### src/design/base32_seven_bit_codec_assert.svh
// ----------------------------------------------------------------------------
// base32 seven-bit codec assertion macros
// concurrent checks clocked on aclk, disabled during reset
// ----------------------------------------------------------------------------
`ifndef BASE32_SEVEN_BIT_CODEC_ASSERT_SVH
`define BASE32_SEVEN_BIT_CODEC_ASSERT_SVH

`ifndef SYNTH
// plain property that must hold at every clock edge out of reset
`define B32S_ASSERT(lbl, prop, msg) \
    lbl: assert property (@(posedge aclk) disable iff (!aresetn) (prop)) else $error(msg);
// antecedent implies consequent in the following cycle
`define B32S_ASSERT_NEXT(lbl, ante, cons, msg) \
    lbl: assert property (@(posedge aclk) disable iff (!aresetn) (ante) |=> (cons)) \
        else $error(msg);
`else
`define B32S_ASSERT(lbl, prop, msg)
`define B32S_ASSERT_NEXT(lbl, ante, cons, msg)
`endif

`endif

### src/design/b32s_pkg.sv
// ----------------------------------------------------------------------------
// b32s_pkg
// shared types and constants of the base32 seven-bit codec
// ----------------------------------------------------------------------------
`timescale 1ns / 1ps
`default_nettype none

package b32s_pkg;

    localparam int GROUP_W = 35;

    // register word index on the configuration port
    localparam logic REG_MODE = 1'b0;

    // mode codes
    localparam logic MODE_ENCODE = 1'b0;
    localparam logic MODE_DECODE = 1'b1;

    // one packed group handed from front to back
    typedef struct packed {
        logic [GROUP_W-1:0] bits;      // msb-aligned, zero padded
        logic               msg_end;   // group closed by the last beat of a message
    } group_t;

    // queue status towards the front and the back
    typedef struct packed {
        logic full;
        logic empty;
    } queue_stat_t;

endpackage

`default_nettype wire

### src/design/b32s_front.sv
// ----------------------------------------------------------------------------
// b32s_front
// accepts input beats and packs them into msb-aligned 35-bit groups
// ----------------------------------------------------------------------------
`timescale 1ns / 1ps
`default_nettype none

module b32s_front (
    input  wire logic              aclk,
    input  wire logic              aresetn,
    input  wire logic              mode,
    input  wire logic              clear,
    input  wire logic              in_valid,
    output logic                   in_ready,
    input  wire logic [7:0]        in_char,
    input  wire logic              in_last,
    input  wire logic              q_full,
    output logic                   push,
    output b32s_pkg::group_t       push_grp
);
    import b32s_pkg::*;

    logic [GROUP_W-1:0] acc_reg, acc_next;
    logic [2:0]         count_reg, count_next;
    logic [6:0]         item;
    logic [5:0]         shamt;
    logic [GROUP_W-1:0] acc_merged;
    logic               accept;
    logic               done;

    // item value: 7-bit byte, or symbol decoded from its character
    always_comb begin
        if (mode == MODE_DECODE) begin
            if (in_char >= 8'd97) begin
                item = {2'b00, 5'(in_char - 8'd97)};
            end else begin
                item = {2'b00, 5'(in_char - 8'd22)};
            end
        end else begin
            item = in_char[6:0];
        end
    end

    // bit position of this item within the group
    always_comb begin
        if (mode == MODE_DECODE) begin
            shamt = 6'd30 - (6'(count_reg) * 6'd5);
        end else begin
            shamt = 6'd28 - (6'(count_reg) * 6'd7);
        end
    end

    assign acc_merged = acc_reg | ({28'd0, item} << shamt);
    assign in_ready   = !q_full;
    assign accept     = in_valid && in_ready;
    assign done       = in_last ||
                        (count_reg == ((mode == MODE_DECODE) ? 3'd6 : 3'd4));
    assign push       = accept && done;

    always_comb begin
        push_grp.bits    = acc_merged;
        push_grp.msg_end = in_last;
        acc_next         = acc_reg;
        count_next       = count_reg;
        if (clear) begin
            acc_next   = '0;
            count_next = '0;
        end else if (accept) begin
            if (done) begin
                acc_next   = '0;
                count_next = '0;
            end else begin
                acc_next   = acc_merged;
                count_next = 3'(count_reg + 3'd1);
            end
        end
    end

    always_ff @(posedge aclk) begin
        if (!aresetn) begin
            acc_reg   <= '0;
            count_reg <= '0;
        end else begin
            acc_reg   <= acc_next;
            count_reg <= count_next;
        end
    end

endmodule

`default_nettype wire

### src/design/b32s_queue.sv
// ----------------------------------------------------------------------------
// b32s_queue
// two-entry group queue between front and back
// ----------------------------------------------------------------------------
`timescale 1ns / 1ps
`default_nettype none

module b32s_queue (
    input  wire logic              aclk,
    input  wire logic              aresetn,
    input  wire logic              push,
    input  wire b32s_pkg::group_t  push_grp,
    input  wire logic              pop,
    output b32s_pkg::group_t       head,
    output b32s_pkg::queue_stat_t  stat
);
    import b32s_pkg::*;

    group_t     mem [2];
    logic       wr_ptr_reg, wr_ptr_next;
    logic       rd_ptr_reg, rd_ptr_next;
    logic [1:0] fill_reg, fill_next;
    logic       do_push, do_pop;

    assign stat.full  = (fill_reg == 2'd2);
    assign stat.empty = (fill_reg == 2'd0);
    assign do_push    = push && !stat.full;
    assign do_pop     = pop && !stat.empty;
    assign head       = mem[rd_ptr_reg];

    always_comb begin
        wr_ptr_next = do_push ? !wr_ptr_reg : wr_ptr_reg;
        rd_ptr_next = do_pop ? !rd_ptr_reg : rd_ptr_reg;
        fill_next   = fill_reg;
        if (do_push && !do_pop) begin
            fill_next = 2'(fill_reg + 2'd1);
        end else if (do_pop && !do_push) begin
            fill_next = 2'(fill_reg - 2'd1);
        end
    end

    always_ff @(posedge aclk) begin
        if (do_push) begin
            mem[wr_ptr_reg] <= push_grp;
        end
    end

    always_ff @(posedge aclk) begin
        if (!aresetn) begin
            wr_ptr_reg <= 1'b0;
            rd_ptr_reg <= 1'b0;
            fill_reg   <= 2'd0;
        end else begin
            wr_ptr_reg <= wr_ptr_next;
            rd_ptr_reg <= rd_ptr_next;
            fill_reg   <= fill_next;
        end
    end

endmodule

`default_nettype wire

### src/design/b32s_back.sv
// ----------------------------------------------------------------------------
// b32s_back
// serialises one group into five bytes or seven symbol characters
// ----------------------------------------------------------------------------
`timescale 1ns / 1ps
`default_nettype none

module b32s_back (
    input  wire logic              aclk,
    input  wire logic              aresetn,
    input  wire logic              mode,
    input  wire b32s_pkg::group_t  head,
    input  wire b32s_pkg::queue_stat_t stat,
    output logic                   pop,
    output logic                   out_valid,
    input  wire logic              out_ready,
    output logic [7:0]             out_char,
    output logic                   out_last,
    output logic                   out_end
);
    import b32s_pkg::*;

    logic               busy_reg, busy_next;
    logic [GROUP_W-1:0] grp_reg, grp_next;
    logic [2:0]         idx_reg, idx_next;
    logic               end_reg, end_next;
    logic [4:0]         sym;
    logic               beat;

    assign sym       = grp_reg[GROUP_W-1 -: 5];
    assign out_valid = busy_reg;
    assign out_last  = (idx_reg == ((mode == MODE_DECODE) ? 3'd4 : 3'd6));
    assign out_end   = end_reg;
    assign beat      = out_valid && out_ready;
    assign pop       = (!busy_reg || (beat && out_last)) && !stat.empty;

    // decode gives the 7-bit byte; encode maps symbol to character: letters first, then digits
    always_comb begin
        if (mode == MODE_DECODE) begin
            out_char = {1'b0, grp_reg[GROUP_W-1 -: 7]};
        end else if (sym < 5'd26) begin
            out_char = 8'({3'b000, sym} + 8'd97);
        end else begin
            out_char = 8'({3'b000, sym} + 8'd22);
        end
    end

    always_comb begin
        busy_next = busy_reg;
        grp_next  = grp_reg;
        idx_next  = idx_reg;
        end_next  = end_reg;
        if (pop) begin
            busy_next = 1'b1;
            grp_next  = head.bits;
            idx_next  = 3'd0;
            end_next  = head.msg_end;
        end else if (beat) begin
            if (out_last) begin
                busy_next = 1'b0;
            end else begin
                grp_next = (mode == MODE_DECODE) ? (grp_reg << 7) : (grp_reg << 5);
                idx_next = 3'(idx_reg + 3'd1);
            end
        end
    end

    always_ff @(posedge aclk) begin
        if (!aresetn) begin
            busy_reg <= 1'b0;
            idx_reg  <= 3'd0;
        end else begin
            busy_reg <= busy_next;
            idx_reg  <= idx_next;
        end
    end

    always_ff @(posedge aclk) begin
        grp_reg <= grp_next;
        end_reg <= end_next;
    end

endmodule

`default_nettype wire

### src/design/base32_seven_bit_codec.sv
// ----------------------------------------------------------------------------
// base32_seven_bit_codec
// streaming codec between 7-bit bytes and 5-bit symbol characters
// ----------------------------------------------------------------------------
//  channel   dir   beat content
//  s_axis    in    tdata[7:0] in_char, tlast in_last
//  m_axis    out   tdata[7:0] out_char, tlast run_last, tuser message_end
//  apb       in    word 0 bit 0: mode (0 encode, 1 decode)
//
//  one input beat a cycle while the group queue has room
//  one output beat a cycle while m_tready is high; encode gives 7 beats per 5 inputs,
//  so its rate is set by the output serialiser; decode takes one a cycle
//  a closing beat's group is queued, then loaded to raise m_tvalid; no results before
//  reset clears the group, the queue and the serialiser at once
//  stalls on m_tready back up through the two-entry queue to s_tready
// ----------------------------------------------------------------------------
`timescale 1ns / 1ps
`default_nettype none

`include "base32_seven_bit_codec_assert.svh"

module base32_seven_bit_codec (
    input  wire logic        aclk,
    input  wire logic        aresetn,
    // input stream
    input  wire logic        s_tvalid,
    output logic             s_tready,
    input  wire logic [7:0]  s_tdata,   // [7:0] in_char
    input  wire logic        s_tlast,
    // result stream
    output logic             m_tvalid,
    input  wire logic        m_tready,
    output logic [7:0]       m_tdata,   // [7:0] out_char
    output logic             m_tlast,
    output logic             m_tuser,   // [0] message_end
    // configuration
    input  wire logic        psel,
    input  wire logic        penable,
    input  wire logic        pwrite,
    input  wire logic [2:0]  paddr,
    input  wire logic [31:0] pwdata,
    output logic [31:0]      prdata,
    output logic             pready
);
    import b32s_pkg::*;

    logic        mode_reg, mode_next;
    logic        cfg_wr;
    logic        grp_push;
    group_t      push_grp;
    group_t      q_head;
    queue_stat_t q_stat;
    logic        q_pop;

    // register file: only the mode bit, any write to it drops the open group
    assign pready = 1'b1;
    assign cfg_wr = psel && penable && pwrite && pready && (paddr[2] == REG_MODE);
    assign prdata = (paddr[2] == REG_MODE) ? {31'd0, mode_reg} : 32'd0;

    always_comb begin
        mode_next = cfg_wr ? pwdata[0] : mode_reg;
    end

    always_ff @(posedge aclk) begin
        if (!aresetn) begin
            mode_reg <= MODE_ENCODE;
        end else begin
            mode_reg <= mode_next;
        end
    end

    // front: packs items into a group, pushes it when full or at message end
    b32s_front u_front (
        .aclk     (aclk),
        .aresetn  (aresetn),
        .mode     (mode_reg),
        .clear    (cfg_wr),
        .in_valid (s_tvalid),
        .in_ready (s_tready),
        .in_char  (s_tdata),
        .in_last  (s_tlast),
        .q_full   (q_stat.full),
        .push     (grp_push),
        .push_grp (push_grp)
    );

    // two groups of slack so the front keeps taking beats during a run
    b32s_queue u_queue (
        .aclk     (aclk),
        .aresetn  (aresetn),
        .push     (grp_push),
        .push_grp (push_grp),
        .pop      (q_pop),
        .head     (q_head),
        .stat     (q_stat)
    );

    // back: walks the group out one character a beat
    b32s_back u_back (
        .aclk      (aclk),
        .aresetn   (aresetn),
        .mode      (mode_reg),
        .head      (q_head),
        .stat      (q_stat),
        .pop       (q_pop),
        .out_valid (m_tvalid),
        .out_ready (m_tready),
        .out_char  (m_tdata),
        .out_last  (m_tlast),
        .out_end   (m_tuser)
    );

    // a group is never pushed into a full queue
    `B32S_ASSERT(a_no_overflow, !(grp_push && q_stat.full), "group pushed into full queue")
    // a run carries on after a middle beat, with the same message_end flag
    `B32S_ASSERT_NEXT(a_run_continues, m_tvalid && m_tready && !m_tlast,
        m_tvalid && (m_tuser == $past(m_tuser)), "run broken or message_end changed")
    // the serialiser only takes a group from a non-empty queue
    `B32S_ASSERT(a_pop_nonempty, !(q_pop && q_stat.empty), "pop from empty queue")

endmodule

`default_nettype wire
### config.mk
export PLATFORM = sky130hd
export DESIGN_NAME = base32_seven_bit_codec
export DESIGN_NICKNAME = d
export VERILOG_FILES = /design/src/design/b32s_pkg.sv /design/src/design/b32s_front.sv /design/src/design/b32s_queue.sv /design/src/design/b32s_back.sv /design/src/design/base32_seven_bit_codec.sv
export VERILOG_INCLUDE_DIRS = /design/src /design/src/design
export SDC_FILE = /design/constraint.sdc
export NUM_CORES = 1
export LEC_CHECK = 0
export BUFFER_PORTS_ARGS = -buffer_cell sky130_fd_sc_hd__buf_2
export CAP_MARGIN = 5
export CORE_UTILIZATION = 45
export DETAILED_ROUTE_END_ITERATION = 16
export GPL_TIMING_DRIVEN = 0
export PLACE_DENSITY = 0.7
export SETUP_SLACK_MARGIN = 0.2
export SYNTH_ARGS = -nofsm -noshare
export SYNTH_HDL_FRONTEND = slang
export SYNTH_HIERARCHICAL = 1
export SYNTH_SLANG_ARGS = --single-unit
### constraint.sdc
create_clock -name aclk -period 3.7 [get_ports aclk]
set_clock_uncertainty 0.15 [all_clocks]
set_input_delay 0.555 -clock aclk [delete_from_list [all_inputs] [get_ports aclk]]
set_output_delay 0.555 -clock aclk [all_outputs]
set_load 0.005 [all_outputs]
==> metrics.cfg <==
[status]
status = complete, no violations

[critical_path]
start_kind = flop
cp_common_cell = nor3_1
critPathTopFamily = compound AO/OA/AOI/OAI gates
cp-end-kind = flop
critical_path_peak_fanout = 8
crit_path_max_incr_delay_ns = 0.60
cp.required_ns = 3.68
path_buf_inv = 2
cp_slowest_cell = fa_2
critical_path_class = flop to flop
critPathArrivalTime_ns = 3.48
cp_cell_sequence = clkinvlp_4, fa_2, inv_1, ha_1, a21oi_2, o21bai_2, nor3_1, a311oi_2, a21o_2, nor3_1, a221o_1

[yosys]
yosysTopAreaCellShare_pct = 38.0
avgSynthCellArea_um2 = 10.9
syn_area_mm2 = 0.00853
ys_ff_latch = 156
syn_inst = 782
ys.flop_type = edfxtp_1
ys_top_cells_by_area = edfxtp_1 38%, dfxtp_1 11%, mux2_2 5.1%
ys_async_sr_fraction_pct = 0
synth_top_cell_by_area = edfxtp_1
synth_edf_count = 108
synth_cell_types = 82
synth-seq-area-share_pct = 49.3
yosys_warnings = 6

[global_routing]
overflow = 0
grt_pass1_wl_mm = 31.0
track_usage_pct = 20.6
grt_start_max_net_pins = 37
grt_antenna_before_repair = 0
grt_pass1_vias = 6021

[place]
place_congestion = 0.873
dp_hpwl_mm = 13.7
io_buffer_count = 29
dp_cells = 1073

[clock_tree]
clock_sinks = 156
cts_buffers = 17
cts_buffer_depth = 2
clk_latency_ns = 0.42
cts_root_buf = clkbuf_16
htree_levels = 4
cts_tree = built
path_clk_slew_ns = 0.06
postCtsHoldBufs = 0

[floorplanning]
io_pins = 96
chipWidth_um = 140
initial_core_util_pct = 46.7
dieArea_mm2 = 0.0195
rows = 49
coreArea_mm2 = 0.0183
die_h_um = 140

[routing]
drt_first_pass_iters = 5
antenna_left = 0
routed_wl_mm = 19.4
num_vias = 6194
detail_route.vias_per_cell = 5.55
wire_per_inst_um = 17.4
route.detailed.drc = 0
dr.first_iter.drc_count = 608

[sta]
clock.fmax_ghz = 0.286
hold_viol_final = 0
setup_viol = 0
grt_setup_unrepaired = yes
slew_headroom_pct = 36.9
worstMarginPinSlew_ns = 0.946
final-max-slew-violation-count = 0
fin_crit_ns = 3.49
timing.final.crit_share_pct = 94.4

[final_layout]
largest_reg_flops = 72
antenna_cells = 0
nets = 953
fin_util_pct = 54.9
drive_gt1_share_pct = 24.5
syn2layout_area_growth_pct = 17.6
finalNonFillerCells = 1116

[power]
finalPower_mw = 7.61
powerDensity_mw_per_mm2 = 759
peakVddDrop_v = 0.000424
p_leak_nw = 3.93

[run]
maxCapViolations = 0

[worst_hold_path]
hold_path_class = primary input to flop

[worst reg2reg max path: stages (launching register included)]
cell,delay [ns]
dfxtp_4,0.36
clkinvlp_4,0.13
fa_2,0.60
inv_1,0.05
ha_1,0.29
a21oi_2,0.06
o21bai_2,0.20
nor3_1,0.10
a311oi_2,0.49
a21o_2,0.30
nor3_1,0.10
a221o_1,0.39
[per-layer routing]
metal  wire (um)  part of all wire, %  vias to the layer above  track usage (%)
met5           0                    0                        -                0
met4         637                  3.3                        0             8.21
met3         830                  4.3                       46             4.20
met2        9350                   48                      179             34.4
met1        8570                   44                     2953             26.0
li1            -                    -                     3016                -
[worst paths after layout]
kind | from | end | slack, ns | cells past startpoint
setup / recovery | u_front/count_reg[1] | u_queue/mem[0][21] | 0.21 | 11
hold / removal | pwdata[0] | mode_reg | 0.24 | 3
setup reg to reg | u_front/count_reg[1] | u_queue/mem[0][21] | 0.21 | 11
hold reg to reg | u_front/acc_reg[24] | u_front/acc_reg[24] | 0.30 | 2
[where the power goes]
group	switching, mW	internal [mW]	leakage (nW)
Clock	0.643	1.16	0.300
Combinational	1.86	1.19	2.23
Sequential	0.213	2.55	1.40
[cell usage after synthesis, drive strengths merged (5+ instances only)]
cell,n
a21oi,51
nand2,52
buf,53
a22o,9
o211a,5
o21bai,10
nor2b,8
nor3,21
a32o,6
mux2,41
a211oi,5
dfxtp,48
mux2i,36
edfxtp,108
and2,6
a31oi,5
a21o,18
xnor2,11
ha,25
nand3,13
o31ai,6
nor2,67
or3,5
nand2b,5
o211ai,9
clkbuf,15
xor2,8
and3,5
o21ai,36
inv,29
[through the flow]
step / setup slack (ns) / setup TNS, ns / cell area, um^2 / hold slack, ns
after global placement: -0.722 / -62.56 / 9070 / 0.277
after CTS: 0.196 / 0 / 9880 / 0.224
after global routing: 0.123 / 0 / 10000 / 0.217
final: 0.208 / 0 / 10000 / 0.242
after floorplan: 0.282 / 0 / 8640 / 0.269
after detailed placement: -0.518 / -20.51 / 9150 / 0.287
[timing repair]
action / 4_1_cts / 5_1_grt
pin swaps: 5 / 8
gates resized for setup: 27 / 20
setup buffers: 4 / 7
endpoints found under the setup margin: 105 / 63
[cells in the final DEF (no fill, tap or decap), types with 6 or more instances in the layout]
cell       instances
edfxtp_1         108
nor2_1            66
nand2_1           52
buf_4             48
a21oi_1           48
dfxtp_1           45
mux2_2            39
buf_2             36
mux2i_1           34
conb_1            32
o21ai_0           30
inv_1             24
ha_1              23
clkbuf_1          18
clkbuf_16         17
nor3_1            15
a21o_1            14
nand3_1           13
o21bai_1           9
xnor2_1            8
xor2_1             8
nor2b_1            8
o211ai_1           8
a22o_1             8
a32o_1             6
[layout make-up]
type | count | area [um^2]
Buffer | 68 | 457
Clock buffer | 24 | 472
Clock inverter | 8 | 139
Fill cell | 1588 | 8240
Inverter | 29 | 116
Multi-Input combinational cell | 559 | 4060
Sequential cell | 156 | 4220
Tap cell | 229 | 287
Timing Repair Buffer | 43 | 285
[cell families after synthesis]
family / share of synthesized area (%)
fa+ha+maj: 4.37
flops: 49.3
mux: 9.68
xor+xnor: 1.95
simple gates: 11.3
compound gates: 16.9
buf+inv: 6.38
other cells: 0.0881
No activity file was read; power rests on OpenSTA's default activity.
